$ cat src/rtl/gne_pkg.sv
`timescale 1ns / 1ps
`default_nettype none

package gne_pkg;

    localparam int C_COORD_W  = 12;
    localparam int C_SIZE_W   = 13;
    localparam int C_PAT_W    = 2;
    localparam int C_SLOTS    = 24;
    localparam int C_SLOT_W   = $clog2(C_SLOTS);
    localparam int C_REACH_N  = 5;    // offsets -2..+2 along one axis
    localparam int C_OFF_W    = $clog2(C_REACH_N);

    // map size is capped at the largest map and at the coordinate span
    localparam int C_MAP_MAX    = 4096;
    localparam int C_COORD_SPAN = 4096;
    localparam logic [C_SIZE_W-1:0] C_SIZE_CAP =
        C_SIZE_W'((C_MAP_MAX < C_COORD_SPAN) ? C_MAP_MAX : C_COORD_SPAN);
    localparam logic [C_SIZE_W-1:0] C_SIZE_RESET = 13'd4096;

    localparam logic C_REG_MAP_WIDTH  = 1'b0;
    localparam logic C_REG_MAP_HEIGHT = 1'b1;

    typedef enum logic [C_PAT_W-1:0] {
        PAT_FOUR   = 2'd0,
        PAT_EIGHT  = 2'd1,
        PAT_WINDOW = 2'd2
    } t_pattern;

    // offsets are held as index = offset + 2
    localparam logic [C_OFF_W-1:0] C_STEP_XI [8] = '{
        3'd2, 3'd3, 3'd1, 3'd2, 3'd3, 3'd3, 3'd1, 3'd1
    };
    localparam logic [C_OFF_W-1:0] C_STEP_YI [8] = '{
        3'd3, 3'd2, 3'd2, 3'd1, 3'd3, 3'd1, 3'd3, 3'd1
    };
    localparam logic [C_OFF_W-1:0] C_WIN_XI [C_SLOTS] = '{
        3'd0, 3'd1, 3'd2, 3'd3, 3'd4,
        3'd0, 3'd1, 3'd2, 3'd3, 3'd4,
        3'd0, 3'd1,       3'd3, 3'd4,
        3'd0, 3'd1, 3'd2, 3'd3, 3'd4,
        3'd0, 3'd1, 3'd2, 3'd3, 3'd4
    };
    localparam logic [C_OFF_W-1:0] C_WIN_YI [C_SLOTS] = '{
        3'd0, 3'd0, 3'd0, 3'd0, 3'd0,
        3'd1, 3'd1, 3'd1, 3'd1, 3'd1,
        3'd2, 3'd2,       3'd2, 3'd2,
        3'd3, 3'd3, 3'd3, 3'd3, 3'd3,
        3'd4, 3'd4, 3'd4, 3'd4, 3'd4
    };

    typedef struct packed {
        logic               en;
        logic [C_OFF_W-1:0] xi;
        logic [C_OFF_W-1:0] yi;
    } t_off;

    typedef struct packed {
        logic [C_COORD_W-1:0] cx;
        logic [C_COORD_W-1:0] cy;
        logic [C_PAT_W-1:0]   pattern;
        logic [C_SLOTS-1:0]   mask;
    } t_cmd;

    typedef struct packed {
        logic [C_COORD_W-1:0] nbr_x;
        logic [C_COORD_W-1:0] nbr_y;
        logic                 last;
    } t_res;

    function automatic t_off slot_offset(input logic [C_PAT_W-1:0] pat,
                                         input logic [C_SLOT_W-1:0] slot);
        t_off r;
        r = '0;
        case (t_pattern'(pat))
            PAT_FOUR: begin
                if (slot < C_SLOT_W'(4)) begin
                    r.en = 1'b1;
                    r.xi = C_STEP_XI[slot[2:0]];
                    r.yi = C_STEP_YI[slot[2:0]];
                end
            end
            PAT_EIGHT: begin
                if (slot < C_SLOT_W'(8)) begin
                    r.en = 1'b1;
                    r.xi = C_STEP_XI[slot[2:0]];
                    r.yi = C_STEP_YI[slot[2:0]];
                end
            end
            PAT_WINDOW: begin
                if (slot < C_SLOT_W'(C_SLOTS)) begin
                    r.en = 1'b1;
                    r.xi = C_WIN_XI[slot];
                    r.yi = C_WIN_YI[slot];
                end
            end
            default: begin
                r = '0;
            end
        endcase
        return r;
    endfunction

endpackage

`default_nettype wire

$ cat src/rtl/gne_fifo.sv
`timescale 1ns / 1ps
`default_nettype none

module gne_fifo #(
    parameter int WIDTH = 1,
    parameter int DEPTH = 2
) (
    input  wire logic             i_clk,
    input  wire logic             i_rst_n,
    input  wire logic             i_push,
    input  wire logic [WIDTH-1:0] i_data,
    output logic                  o_full,
    input  wire logic             i_pop,
    output logic [WIDTH-1:0]      o_data,
    output logic                  o_empty
);

    localparam int AW = (DEPTH > 1) ? $clog2(DEPTH) : 1;
    localparam int CW = $clog2(DEPTH + 1);

    logic [WIDTH-1:0] r_mem [DEPTH];
    logic [AW-1:0]    r_wr_ptr;
    logic [AW-1:0]    r_rd_ptr;
    logic [CW-1:0]    r_count;
    logic             wr_en;
    logic             rd_en;

    assign o_full  = (r_count == CW'(DEPTH));
    assign o_empty = (r_count == '0);
    assign wr_en   = i_push && !o_full;
    assign rd_en   = i_pop && !o_empty;
    assign o_data  = r_mem[r_rd_ptr];

    always_ff @(posedge i_clk) begin
        if (wr_en) begin
            r_mem[r_wr_ptr] <= i_data;
        end
    end

    always_ff @(posedge i_clk) begin
        if (!i_rst_n) begin
            r_wr_ptr <= '0;
            r_rd_ptr <= '0;
            r_count  <= '0;
        end else begin
            if (wr_en) begin
                r_wr_ptr <= (r_wr_ptr == AW'(DEPTH - 1)) ? '0 : r_wr_ptr + 1'b1;
            end
            if (rd_en) begin
                r_rd_ptr <= (r_rd_ptr == AW'(DEPTH - 1)) ? '0 : r_rd_ptr + 1'b1;
            end
            if (wr_en && !rd_en) begin
                r_count <= r_count + 1'b1;
            end else if (rd_en && !wr_en) begin
                r_count <= r_count - 1'b1;
            end
        end
    end

endmodule

`default_nettype wire

$ cat src/rtl/gne_front.sv
`timescale 1ns / 1ps
`default_nettype none

module gne_front
    import gne_pkg::*;
(
    input  wire logic                 i_clk,
    input  wire logic                 i_rst_n,
    input  wire logic                 i_push,
    input  wire logic [C_COORD_W-1:0] i_cell_x,
    input  wire logic [C_COORD_W-1:0] i_cell_y,
    input  wire logic [C_PAT_W-1:0]   i_pattern,
    input  wire logic                 i_cfg_we,
    input  wire logic                 i_cfg_index,
    input  wire logic [C_SIZE_W-1:0]  i_cfg_data,
    input  wire logic                 i_cmd_full,
    output logic                      o_cmd_push,
    output t_cmd                      o_cmd
);

    logic [C_SIZE_W-1:0]  r_map_width;
    logic [C_SIZE_W-1:0]  r_map_height;
    logic [C_SIZE_W-1:0]  width_eff;
    logic [C_SIZE_W-1:0]  height_eff;
    logic [C_REACH_N-1:0] x_ok;
    logic [C_REACH_N-1:0] y_ok;
    logic [C_SLOTS-1:0]   mask;

    always_ff @(posedge i_clk) begin
        if (!i_rst_n) begin
            r_map_width  <= C_SIZE_RESET;
            r_map_height <= C_SIZE_RESET;
        end else if (i_cfg_we) begin
            if (i_cfg_index == C_REG_MAP_WIDTH) begin
                r_map_width <= i_cfg_data;
            end
            if (i_cfg_index == C_REG_MAP_HEIGHT) begin
                r_map_height <= i_cfg_data;
            end
        end
    end

    assign width_eff  = (r_map_width  > C_SIZE_CAP) ? C_SIZE_CAP : r_map_width;
    assign height_eff = (r_map_height > C_SIZE_CAP) ? C_SIZE_CAP : r_map_height;

    // per-axis inside test for each offset -2..+2
    always_comb begin
        logic [C_SIZE_W:0] nx;
        logic [C_SIZE_W:0] ny;
        for (int k = 0; k < C_REACH_N; k++) begin
            nx = {2'b00, i_cell_x} + (C_SIZE_W + 1)'(k) - (C_SIZE_W + 1)'(2);
            ny = {2'b00, i_cell_y} + (C_SIZE_W + 1)'(k) - (C_SIZE_W + 1)'(2);
            x_ok[k] = !nx[C_SIZE_W] && (nx < {1'b0, width_eff});
            y_ok[k] = !ny[C_SIZE_W] && (ny < {1'b0, height_eff});
        end
    end

    always_comb begin
        t_off off;
        for (int s = 0; s < C_SLOTS; s++) begin
            off     = slot_offset(i_pattern, C_SLOT_W'(s));
            mask[s] = off.en && x_ok[off.xi] && y_ok[off.yi];
        end
    end

    // items with nothing inside the map are taken and dropped here
    assign o_cmd_push    = i_push && !i_cmd_full && (mask != '0);
    assign o_cmd.cx      = i_cell_x;
    assign o_cmd.cy      = i_cell_y;
    assign o_cmd.pattern = i_pattern;
    assign o_cmd.mask    = mask;

endmodule

`default_nettype wire

$ cat src/rtl/gne_back.sv
`timescale 1ns / 1ps
`default_nettype none

module gne_back
    import gne_pkg::*;
(
    input  wire logic i_clk,
    input  wire logic i_rst_n,
    input  wire logic i_cmd_valid,
    input  wire t_cmd i_cmd,
    output logic      o_cmd_pop,
    input  wire logic i_res_full,
    output logic      o_res_push,
    output t_res      o_res
);

    logic                 r_busy;
    logic [C_COORD_W-1:0] r_cx;
    logic [C_COORD_W-1:0] r_cy;
    logic [C_PAT_W-1:0]   r_pattern;
    logic [C_SLOTS-1:0]   r_mask;
    logic [C_SLOT_W-1:0]  slot;
    logic [C_SLOTS-1:0]   rem_next;
    t_off                 off;
    logic                 emit;
    logic                 done;
    logic                 load;

    // lowest pending slot goes next
    always_comb begin
        slot = '0;
        for (int s = C_SLOTS - 1; s >= 0; s--) begin
            if (r_mask[s]) begin
                slot = C_SLOT_W'(s);
            end
        end
    end

    assign off      = slot_offset(r_pattern, slot);
    assign rem_next = r_mask & ~(C_SLOTS'(1) << slot);
    assign emit     = r_busy && !i_res_full;
    assign done     = emit && (rem_next == '0);
    assign load     = i_cmd_valid && (!r_busy || done);

    assign o_cmd_pop   = load;
    assign o_res_push  = emit;
    assign o_res.nbr_x = r_cx + C_COORD_W'(off.xi) - C_COORD_W'(2);
    assign o_res.nbr_y = r_cy + C_COORD_W'(off.yi) - C_COORD_W'(2);
    assign o_res.last  = (rem_next == '0);

    always_ff @(posedge i_clk) begin
        if (!i_rst_n) begin
            r_busy <= 1'b0;
        end else if (load) begin
            r_busy <= 1'b1;
        end else if (done) begin
            r_busy <= 1'b0;
        end
    end

    always_ff @(posedge i_clk) begin
        if (load) begin
            r_cx      <= i_cmd.cx;
            r_cy      <= i_cmd.cy;
            r_pattern <= i_cmd.pattern;
            r_mask    <= i_cmd.mask;
        end else if (emit) begin
            r_mask <= rem_next;
        end
    end

    a_busy_has_work: assert property (@(posedge i_clk) disable iff (!i_rst_n)
        r_busy |-> (r_mask != '0))
        else $error("walker busy with empty mask");

    a_emit_when_busy: assert property (@(posedge i_clk) disable iff (!i_rst_n)
        o_res_push |-> (r_busy && !i_res_full))
        else $error("result pushed while idle or blocked");

    a_load_sets_busy: assert property (@(posedge i_clk) disable iff (!i_rst_n)
        o_cmd_pop |=> r_busy)
        else $error("command taken but walker not busy");

    a_pop_only_when_free: assert property (@(posedge i_clk) disable iff (!i_rst_n)
        (o_cmd_pop && r_busy) |-> o_res.last)
        else $error("command taken before current run finished");

endmodule

`default_nettype wire

$ cat src/rtl/grid_neighbour_enumerator.sv
// Each item passes the command queue and the walker registers, and each result passes
// the result queue. Throughput: one result per cycle while the result queue is not full;
// the walker yields an item's 1 to 24 in-map neighbours; items with none never reach it.
// The command queue lets intake run ahead of the walker by CMD_DEPTH items.
// Reset (synchronous, active low) empties both queues and sets both map sizes to 4096.
`timescale 1ns / 1ps
`default_nettype none

module grid_neighbour_enumerator
    import gne_pkg::*;
#(
    parameter int CMD_DEPTH = 2,
    parameter int RES_DEPTH = 2
) (
    input  wire logic                 i_clk,
    input  wire logic                 i_rst_n,
    input  wire logic                 push,
    output logic                      full,
    input  wire logic [C_COORD_W-1:0] i_cell_x,
    input  wire logic [C_COORD_W-1:0] i_cell_y,
    input  wire logic [C_PAT_W-1:0]   i_pattern,
    output logic                      empty,
    input  wire logic                 pop,
    output logic [C_COORD_W-1:0]      o_nbr_x,
    output logic [C_COORD_W-1:0]      o_nbr_y,
    output logic                      o_last,
    input  wire logic                 i_cfg_we,
    input  wire logic                 i_cfg_index,
    input  wire logic [C_SIZE_W-1:0]  i_cfg_data
);

    logic cmd_push;
    logic cmd_full;
    logic cmd_pop;
    logic cmd_empty;
    t_cmd cmd_in;
    t_cmd cmd_out;
    logic res_push;
    logic res_full;
    t_res res_in;
    t_res res_out;

    gne_front u_front (
        .i_clk       (i_clk),
        .i_rst_n     (i_rst_n),
        .i_push      (push),
        .i_cell_x    (i_cell_x),
        .i_cell_y    (i_cell_y),
        .i_pattern   (i_pattern),
        .i_cfg_we    (i_cfg_we),
        .i_cfg_index (i_cfg_index),
        .i_cfg_data  (i_cfg_data),
        .i_cmd_full  (cmd_full),
        .o_cmd_push  (cmd_push),
        .o_cmd       (cmd_in)
    );

    gne_fifo #(
        .WIDTH ($bits(t_cmd)),
        .DEPTH (CMD_DEPTH)
    ) u_cmd_q (
        .i_clk   (i_clk),
        .i_rst_n (i_rst_n),
        .i_push  (cmd_push),
        .i_data  (cmd_in),
        .o_full  (cmd_full),
        .i_pop   (cmd_pop),
        .o_data  (cmd_out),
        .o_empty (cmd_empty)
    );

    gne_back u_back (
        .i_clk       (i_clk),
        .i_rst_n     (i_rst_n),
        .i_cmd_valid (!cmd_empty),
        .i_cmd       (cmd_out),
        .o_cmd_pop   (cmd_pop),
        .i_res_full  (res_full),
        .o_res_push  (res_push),
        .o_res       (res_in)
    );

    gne_fifo #(
        .WIDTH ($bits(t_res)),
        .DEPTH (RES_DEPTH)
    ) u_res_q (
        .i_clk   (i_clk),
        .i_rst_n (i_rst_n),
        .i_push  (res_push),
        .i_data  (res_in),
        .o_full  (res_full),
        .i_pop   (pop),
        .o_data  (res_out),
        .o_empty (empty)
    );

    assign full    = cmd_full;
    assign o_nbr_x = res_out.nbr_x;
    assign o_nbr_y = res_out.nbr_y;
    assign o_last  = res_out.last;

endmodule

`default_nettype wire
$ cat config.mk
export PLATFORM = sky130hd
export DESIGN_NAME = grid_neighbour_enumerator
export DESIGN_NICKNAME = d
export VERILOG_FILES = /design/src/rtl/gne_pkg.sv /design/src/rtl/gne_fifo.sv /design/src/rtl/gne_front.sv /design/src/rtl/gne_back.sv /design/src/rtl/grid_neighbour_enumerator.sv
export SDC_FILE = /design/constraint.sdc
export NUM_CORES = 1
export LEC_CHECK = 0
export BUFFER_PORTS_ARGS = -buffer_cell sky130_fd_sc_hd__buf_2
export CAP_MARGIN = 20
export CORE_MARGIN = 2
export CORE_UTILIZATION = 36
export CTS_CLUSTER_DIAMETER = 50
export CTS_CLUSTER_SIZE = 14
export DETAILED_ROUTE_END_ITERATION = 8
export PLACE_DENSITY = 0.47
export SYNTH_ARGS = -nofsm -noshare
export SYNTH_HDL_FRONTEND = slang
export SYNTH_SLANG_ARGS = --single-unit
$ cat constraint.sdc
create_clock -name i_clk -period 9.4 [get_ports i_clk]
set_input_delay 0.94 -clock i_clk [delete_from_list [all_inputs] [get_ports i_clk]]
set_output_delay 0.94 -clock i_clk [all_outputs]
set_load 0.1 [all_outputs]
==> results of run 1 <==
-- registers in the layout, summed over array words and instances (netlist names), 12 cells and up, named ones only --
signal                cells
u_back.r_cx              12
u_back.r_cy              12
u_back.r_mask            24
u_cmd_q.r_mem           100
u_front.r_map_height     13
u_front.r_map_width      13
u_res_q.r_mem            50
-- layer usage --
metal,routed length (µm),track usage (%),share of wire (%)
met2,21800,31.4,46
met3,2160,2.53,4.6
met5,7,0,0.015
met1,22100,25.8,47
met4,1100,4.81,2.3
-- cell usage in the layout (no fill, tap or decap), types with 54 or more instances in the layout --
cell / Yosys / layout
buf_2: 25 / 71
o21ai_0: 57 / 57
inv_1: 86 / 86
mux2_2: 54 / 54
edfxtp_1: 200 / 200
xor2_1: 63 / 63
nor2_1: 93 / 92
nand2_1: 159 / 159
nand3_1: 55 / 55
ha_1: 178 / 178
a21oi_1: 56 / 56
xnor2_1: 115 / 115
-- layout make-up --
cell class,count,area share [%]
Inverter,89,1.72
Clock inverter,23,1.79
Sequential cell,237,34.7
Tap cell,615,3.96
Clock buffer,29,3.74
Multi-Input combinational cell,1341,51.8
Antenna cell,1,0.0129
Timing Repair Buffer,82,2.25
-- power groups by stage --
stage          clock (mW)  combinational [mW]  sequential [mW]
2_1_floorplan           0                1.78             1.73
3_3_place_gp            0                2.23             1.80
3_5_place_dp            0                2.25             1.80
4_1_cts              1.25                2.26             1.78
5_1_grt              1.30                2.46             1.82
6_report             1.22                2.23             1.78
-- cell families after synthesis --
| family | count (synthesis) | synth area share (%) |
|---|---|---|
| xor gates and xnor gates | 178 | 8.92 |
| AOI/OAI and AO/OA | 350 | 13.8 |
| muxes | 85 | 5.33 |
| and+or+nand+nor | 548 | 16.4 |
| adders and majority gates | 180 | 13.0 |
| DFF | 237 | 38.6 |
| buffers and inverters | 166 | 3.98 |
-- worst max path at each step --
stage	startpoint	to	slack, ps	depth (start not counted)
finish	i_cell_x[3]	u_cmd_q.r_mem[0][38]$_DFFE_PP_	2520	20
global route	i_cell_x[3]	u_cmd_q.r_mem[0][4]$_DFFE_PP_	1930	20
CTS	i_cell_x[3]	u_cmd_q.r_mem[0][14]$_DFFE_PP_	2510	20
detailed placement	i_cell_x[3]	u_cmd_q.r_mem[0][41]$_DFFE_PP_	1920	20
global placement	i_cell_x[3]	u_cmd_q.r_mem[0][40]$_DFFE_PP_	2000	20
floorplan	i_cell_x[1]	u_cmd_q.r_mem[0][0]$_DFFE_PP_	1930	20
-- critical path: stages --
cell       delay [ps]
buf_2             350
ha_1              620
nand2_1           250
xor2_1            390
and4_1            290
nand2_1           100
o32ai_1           290
xnor2_1           170
ha_1              270
nand4_1            80
a211o_1           100
a31oi_1            40
a2111oi_0         690
o21ai_4           250
mux4_2            510
nor2b_1           180
or4b_1            140
o31a_1            210
nor2b_4           730
buf_4             450
-- through the flow --
| stage | area [µm²] | utilization (%) | power [mW] | setup slack [ps] |
|---|---|---|---|---|
| finish | 19400 | 40.6 | 5.23 | 2520 |
| global placement | 18400 | 38.4 | 4.03 | 2000 |
| floorplan | 17500 | - | 3.51 | 1930 |
| global route | 19400 | 40.6 | 5.57 | 1930 |
| CTS | 19400 | 40.6 | 5.29 | 2510 |
| detailed placement | 18400 | 38.4 | 4.05 | 1920 |
==> reports/results.tsv, run 1 <==
stage	metric	value	unit
status	outcome	finished, final reports clean	
grt	initial antenna violation count	3	
synthesis	Synth Cell Area	0.0175	mm²
sta	fin. max-slew vios	0	
die	chip width	224	µm
drt	vias	13115	
drt	drt drc	0	
synthesis	asr flop ratio synth	0	%
sta	period utilisation layout	73.2	%
clock_network	Post-CTS Hold Fix Bufs	0	
synthesis	Post-synth top flop	edfxtp_1	
grt	vias in the first global route	13134	
synthesis	post-synthesis net count	1969	
finish	layout cell share with drive strength beyond 1	12.7	%
grt	total grt overflow	0	
worst_setup_path	r2r startpoint	u_back.r_mask[21]$_DFFE_PP_	
sta	Final Critical Period	6880	ps
drt	1st-iter DRT viols	771	
synthesis	number of synthesized flops with an enable pin	200	
finish	area occupied by registers	0.00675	mm²
worst_setup_path	Arrival @ worst endpoint	7120	ps
sta	# setup viols final	0	
grt	global-route wire length before repair	74.8	mm
synthesis	Mean Syn Cell Area	10.0	µm²
worst_setup_path	Worst Path Max Fanout	28	
power	Clk pwr share	23.3	%
power	pwr dens	269	mW/mm²
die	row count	80	
synthesis	Yosys reg bits	237	
sta	Max transition margin	43.4	%
sta	Final Hold Vio Count	0	
finish	Final nets	2005	
die	Die ar.	0.0503	mm²
worst_setup_path	critical path launch point type	input port	
clock_network	H-Tree Depth	1	
power	highest ir drop seen on vdd	0.196	mV
clock_network	Longest Clk Path Bufs	3	
synthesis	synth cell count leaders	200 x edfxtp_1, 178 x ha_1, 159 x nand2_1	
power	combinational share of power	42.6	%
grt	GRT Util Overall	18.9	%
die	initial core utilization	36.5	%
synthesis	largest cells by area after synthesis	edfxtp_1 34%, ha_1 13%, xnor2_1 5.8%, dfxtp_1 4.2%, mux2_2 3.5%	
power	sw frac	41.6	%
sta	Slew @ Worst Pin	844	ps
synthesis	Netlist cell types	92	
worst_setup_path	reg-to-reg endpoint	u_res_q.r_mem[1][24]$_DFFE_PP_	
power	sw power	2.18	mW
drt	vias per cell	5.43	
clock_network	CTS Root Cell	clkbuf_16	
drt	DRT Pass-1 Iters	5	
worst_hold_path	Hold Path Class	reg -> reg	
synthesis	Post-Synthesis Cells	1744	
placement	gpl congestion	0.877	
sta	setup tns final	0	ps
die	die height	224	µm
drt	Post-DRT Antenna Nets	0	
sta	Hold Slack	464	ps
power	Flop pwr share	34.0	%
synthesis	register area share after synthesis	38.6	%
flow_run	MaxCap Viol Count	0	
finish	area of the multi-input gates	0.0101	mm²
finish	Layout Cells excl Fill	2417	
clock_network	clk_lat worst skew	570	ps
placement	total placed cells including tap cells	2364	
sta	RSZ-0062 raised after global routing	false	
finish	area grow syn2layout	11.2	%
worst_setup_path	worst reg-to-reg setup slack	3100	ps
synthesis	top-area cell type share of the netlist area	34.4	%
clock_network	CTS tree	done	
clock_network	clk slew on worst S/H paths	60	ps
worst_setup_path	Crit path required time	9640	ps
drt	Routed wire per std cell	19.5	µm
die	# IOs	72	
power	Lkg Pwr	7.14	nW
clock_network	TritonCTS buffer count	29	
worst_hold_path	hold path endpoint	u_front.r_map_height[8]$_SDFFE_PN0P_	
synthesis	dominant cell type by area after synthesis	edfxtp_1	
worst_setup_path	Crit. End Element	flop	
placement	Port-buffer cells	71	
drt	DRT Wirelength	47.1	mm
clock_network	post-CTS setup buffers	0	
grt	pin count of the biggest net entering global routing	51	
sta	Max Clk Rate	145	MHz
synthesis	Syn. warnings	0	
worst_setup_path	CP Class	in -> reg	
synthesis	cell with the most instances after synthesis	edfxtp_1	
worst_setup_path	worst r2r path cells	28	
clock_network	CTS resizes	0	
worst_hold_path	WHS Path Cells	2	
sta	Setup Skew	12.3	ps
die	core area	0.0478	mm²
power	Int Pwr	3.05	mW
placement	HPWL Detailed	35.1	mm
clock_network	CTS sink cnt	237	
finish	fillers	4696	
worst_hold_path	worst hold path startpoint	u_front.r_map_height[8]$_SDFFE_PN0P_	
Note: power is estimated with default switching activity, not from simulation.
==> inputs of run 2 (changes only) <==
- ABC_AREA: unset -> 1
- clock period: 9.4 -> 6.7 ns (I/O delays scaled with it)
==> run 2 against run 1 <==
Global-route usage is 0.23 points lower. Flip-flop and latch count stayed put. First-iteration DRC count is 9.6% lower. Critical path type is now reg -> reg.
==> reports/results.tsv, run 2 <==
stage	metric	value	unit	change
finish	biggest registers after layout	u_cmd_q.r_mem (100), u_res_q.r_mem (50), u_back.r_mask (24)		
sta	Final Critical Period	5200	ps	
synthesis	register area share after synthesis	38.8	%	+0.22 points
finish	Layout Cells excl Fill	2749		+14%
power	highest ir drop seen on vdd	0.241	mV	+23%
sta	# setup viols final	0		unchanged
die	Die ar.	0.0500	mm²	-0.56%
worst_setup_path	Crit. Startpoint	u_back.r_mask[20]$_DFFE_PP_		
clock_network	CTS resizes	0		unchanged
drt	vias per cell	4.84		-11%
synthesis	cell with the most instances after synthesis	nand2_1		
drt	Routed wire per std cell	16.6	µm	-15%
sta	Slew @ Worst Pin	878	ps	+34.2 ps
clock_network	CTS tree	done		
clock_network	CTS sink cnt	237		unchanged
drt	1st-iter DRT viols	697		-9.6%
power	Clk pwr share	23.0	%	-0.3 points
grt	global-route wire length before repair	73.2	mm	-2.1%
clock_network	CTS Root Cell	clkbuf_16		
synthesis	Netlist cell types	57		-38%
finish	commonest non-fill, non-tap cells in the layout	448 x nand2_1, 251 x inv_1, 200 x edfxtp_1, 178 x ha_1, 161 x nor2_1		
sta	Max transition margin	41.1	%	-2.3 points
synthesis	post-synthesis net count	2260		+15%
drt	vias	13299		+1.4%
placement	HPWL Detailed	35.4	mm	+1.0%
clock_network	clk_lat worst skew	550	ps	-20 ps
power	sw frac	43.9	%	+2.2 points
worst_setup_path	crit-path max cell delay	410	ps	-320 ps
worst_setup_path	worst reg-to-reg setup slack	1500	ps	-1600 ps
synthesis	dominant cell type by area after synthesis	edfxtp_1		
worst_hold_path	Hold Path Class	in -> reg		
power	Int Pwr	4.38	mW	+43%
placement	gpl congestion	0.889		+1.4%
power	Flop pwr share	31.7	%	-2.3 points
worst_setup_path	Crit. End Element	flop		
drt	DRT Wirelength	45.7	mm	-3.1%
synthesis	number of synthesized flops with an enable pin	200		unchanged
sta	Setup Skew	21.7	ps	+9.44 ps
die	row count	80		unchanged
finish	Largest Register	u_cmd_q.r_mem		
power	Lkg Pwr	8.58	nW	+20%
grt	initial antenna violation count	0		-3
worst_setup_path	Arrival @ worst endpoint	5570	ps	-1550 ps
die	initial core utilization	36.5	%	-0.057 points
synthesis	Synth Cell Area	0.0174	mm²	-0.57%
worst_setup_path	critical path launch point type	flop		
sta	Max Clk Rate	192	MHz	
clock_network	post-CTS setup buffers	0		unchanged
synthesis	Mean Syn Cell Area	8.54	µm²	-15%
grt	total grt overflow	0		unchanged
worst_setup_path	Slowest-stage cell, CP	fa_1		
synthesis	top-area cell type share of the netlist area	34.6	%	+0.20 points
placement	total placed cells including tap cells	2686		+14%
worst_setup_path	r2r startpoint	u_back.r_mask[20]$_DFFE_PP_		
worst_setup_path	reg-to-reg endpoint	u_res_q.r_mem[0][24]$_DFFE_PP_		
worst_setup_path	worst r2r path cells	45		+61%
sta	setup tns final	0	ps	unchanged
sta	fin. max-slew vios	0		unchanged
synthesis	Post-synth top flop	edfxtp_1		
die	# IOs	72		unchanged
worst_setup_path	CP Class	reg -> reg		
finish	area occupied by registers	0.00675	mm²	unchanged
clock_network	H-Tree Depth	2		+1
finish	fillers	4882		+4.0%
drt	drt drc	0		unchanged
clock_network	Longest Clk Path Bufs	3		unchanged
synthesis	Post-Synthesis Cells	2035		+17%
sta	RSZ-0062 raised after global routing	false		
sta	period utilisation layout	77.6	%	
grt	GRT Util Overall	18.6	%	-0.23 points
finish	Final nets	2333		+16%
finish	commonest non-fill, non-tap cell in the layout	nand2_1		
clock_network	TritonCTS buffer count	34		+17%
power	Final Power	7.81	mW	+49%
finish	max reg flops	100		unchanged
power	combinational share of power	45.3	%	+2.7 points
placement	Port-buffer cells	71		unchanged
grt	pin count of the biggest net entering global routing	53		+3.9%
finish	area of the multi-input gates	0.00935	mm²	-7.1%
drt	DRT Pass-1 Iters	7		+2
sta	Final Hold Vio Count	0		unchanged
flow_run	MaxCap Viol Count	0		unchanged
synthesis	largest cells by area after synthesis	edfxtp_1 35%, ha_1 13%, nand2_1 9.7%, xor2_1 6.7%, inv_1 5.4%		
worst_setup_path	Worst Path Max Fanout	5		-82%
synthesis	synth cell count leaders	448 x nand2_1, 252 x inv_1, 200 x edfxtp_1		
die	die height	224	µm	-0.28%
synthesis	Syn. warnings	0		unchanged
power	pwr dens	400	mW/mm²	+48%
status	outcome	finished, final reports clean		
finish	layout cell share with drive strength beyond 1	12.4	%	-0.29 points
synthesis	asr flop ratio synth	0	%	unchanged
worst_setup_path	Crit path required time	7070	ps	-2570 ps
worst_setup_path	Top cell by count, worst path	nand2_1		
power	sw power	3.42	mW	+57%
worst_setup_path	Setup crit end	u_res_q.r_mem[0][24]$_DFFE_PP_		
die	chip width	224	µm	-0.28%
synthesis	Yosys reg bits	237		unchanged
clock_network	Post-CTS Hold Fix Bufs	0		unchanged
clock_network	clk slew on worst S/H paths	60	ps	about the same
finish	area grow syn2layout	12.4	%	
drt	Post-DRT Antenna Nets	0		unchanged
grt	vias in the first global route	13005		-0.98%
die	core area	0.0476	mm²	-0.42%
[run 2: cell types whose count changed in the layout (fill, tap and decap cells not counted), sizes merged, moves of 21 or more]
| cell | before | now |
|---|---|---|
| a21oi | 59 | 93 |
| nand2b | 21 | 0 |
| nand3 | 56 | 88 |
| nand2 | 159 | 469 |
| xor2 | 63 | 139 |
| xnor2 | 115 | 27 |
| nor2b | 26 | 0 |
| mux2 | 54 | 25 |
| nor2 | 93 | 184 |
| inv | 92 | 291 |
| o21ai | 81 | 108 |
| a21boi | 36 | 1 |
[run 2: worst max-delay path, delay by kind of cell, from the launching register on]
family / cells / cell delay, ps
flops: 1 / 360
fa+ha+maj: 4 / 1180
xor+xnor: 1 / 190
buf+inv: 4 / 380
compound gates: 7 / 950
simple gates: 29 / 1950
[run 2: power by group through the flow]
stage                     Sequential (mW)  Clock (mW)  Combinational [mW]
after floorplan                      2.46           0                2.78
after global placement               2.51           0                3.51
after detailed placement             2.52           0                3.54
after CTS                            2.49        1.84                3.56
after global routing                 2.52        1.89                3.97
final                                2.48        1.79                3.54
[run 2: layout make-up]
class	instances	area share (%)
flip-flops and latches	237	34.5
well taps	615	3.94
diodes	1	0.0128
repair buffers	79	2.36
multi-input cells	1469	47.8
clock inverters	27	1.42
clock buffers	34	4.36
inverters	287	5.52
[run 2: cells by family (layout without fill, tap and decap cells)]
family | count (synthesis) | in the layout | share of synthesized area, %
DFF | 237 | 237 | 38.8
other | 0 | 1 | 0
buffers and inverters | 329 | 427 | 7.49
and+or+nand+nor | 837 | 837 | 21.4
muxes | 49 | 49 | 3.00
adders and majority gates | 180 | 180 | 13.0
xor gates and xnor gates | 166 | 166 | 8.76
AOI/OAI and AO/OA | 237 | 237 | 7.48
[run 2: layer usage]
layer | up-vias | global-route usage [%] | wire length [µm]
met5 | - | 0 | 0
li1 | 6911 | - | -
met4 | 0 | 5.76 | 1130
met1 | 6084 | 25.7 | 22200
met3 | 72 | 2.56 | 1520
met2 | 232 | 30.3 | 20900
[run 2: stage by stage]
step	hold WS, ps	instance area [µm²]	setup WS, ps	util [%]
6_report	380	19500	1500	41.0
5_1_grt	378	19500	808	41.0
4_1_cts	360	19500	1470	40.9
3_5_place_dp	467	18400	1010	38.6
3_3_place_gp	466	18400	1000	38.6
2_1_floorplan	445	17400	301	-
[run 2: worst min path at each step]
stage | startpoint | end | slack [ps] | depth (start not counted)
after global placement | u_front.r_map_width[0]$_SDFFE_PN0P_ | u_front.r_map_width[0]$_SDFFE_PN0P_ | 470 | 2
after CTS | i_cfg_data[5] | u_front.r_map_width[5]$_SDFFE_PN0P_ | 360 | 3
after detailed placement | u_front.r_map_width[0]$_SDFFE_PN0P_ | u_front.r_map_width[0]$_SDFFE_PN0P_ | 470 | 2
final | i_cfg_data[4] | u_front.r_map_width[4]$_SDFFE_PN0P_ | 380 | 3
after global routing | i_cfg_data[6] | u_front.r_map_width[6]$_SDFFE_PN0P_ | 380 | 3
after floorplan | u_front.r_map_height[0]$_SDFFE_PN0P_ | u_front.r_map_height[0]$_SDFFE_PN0P_ | 440 | 2
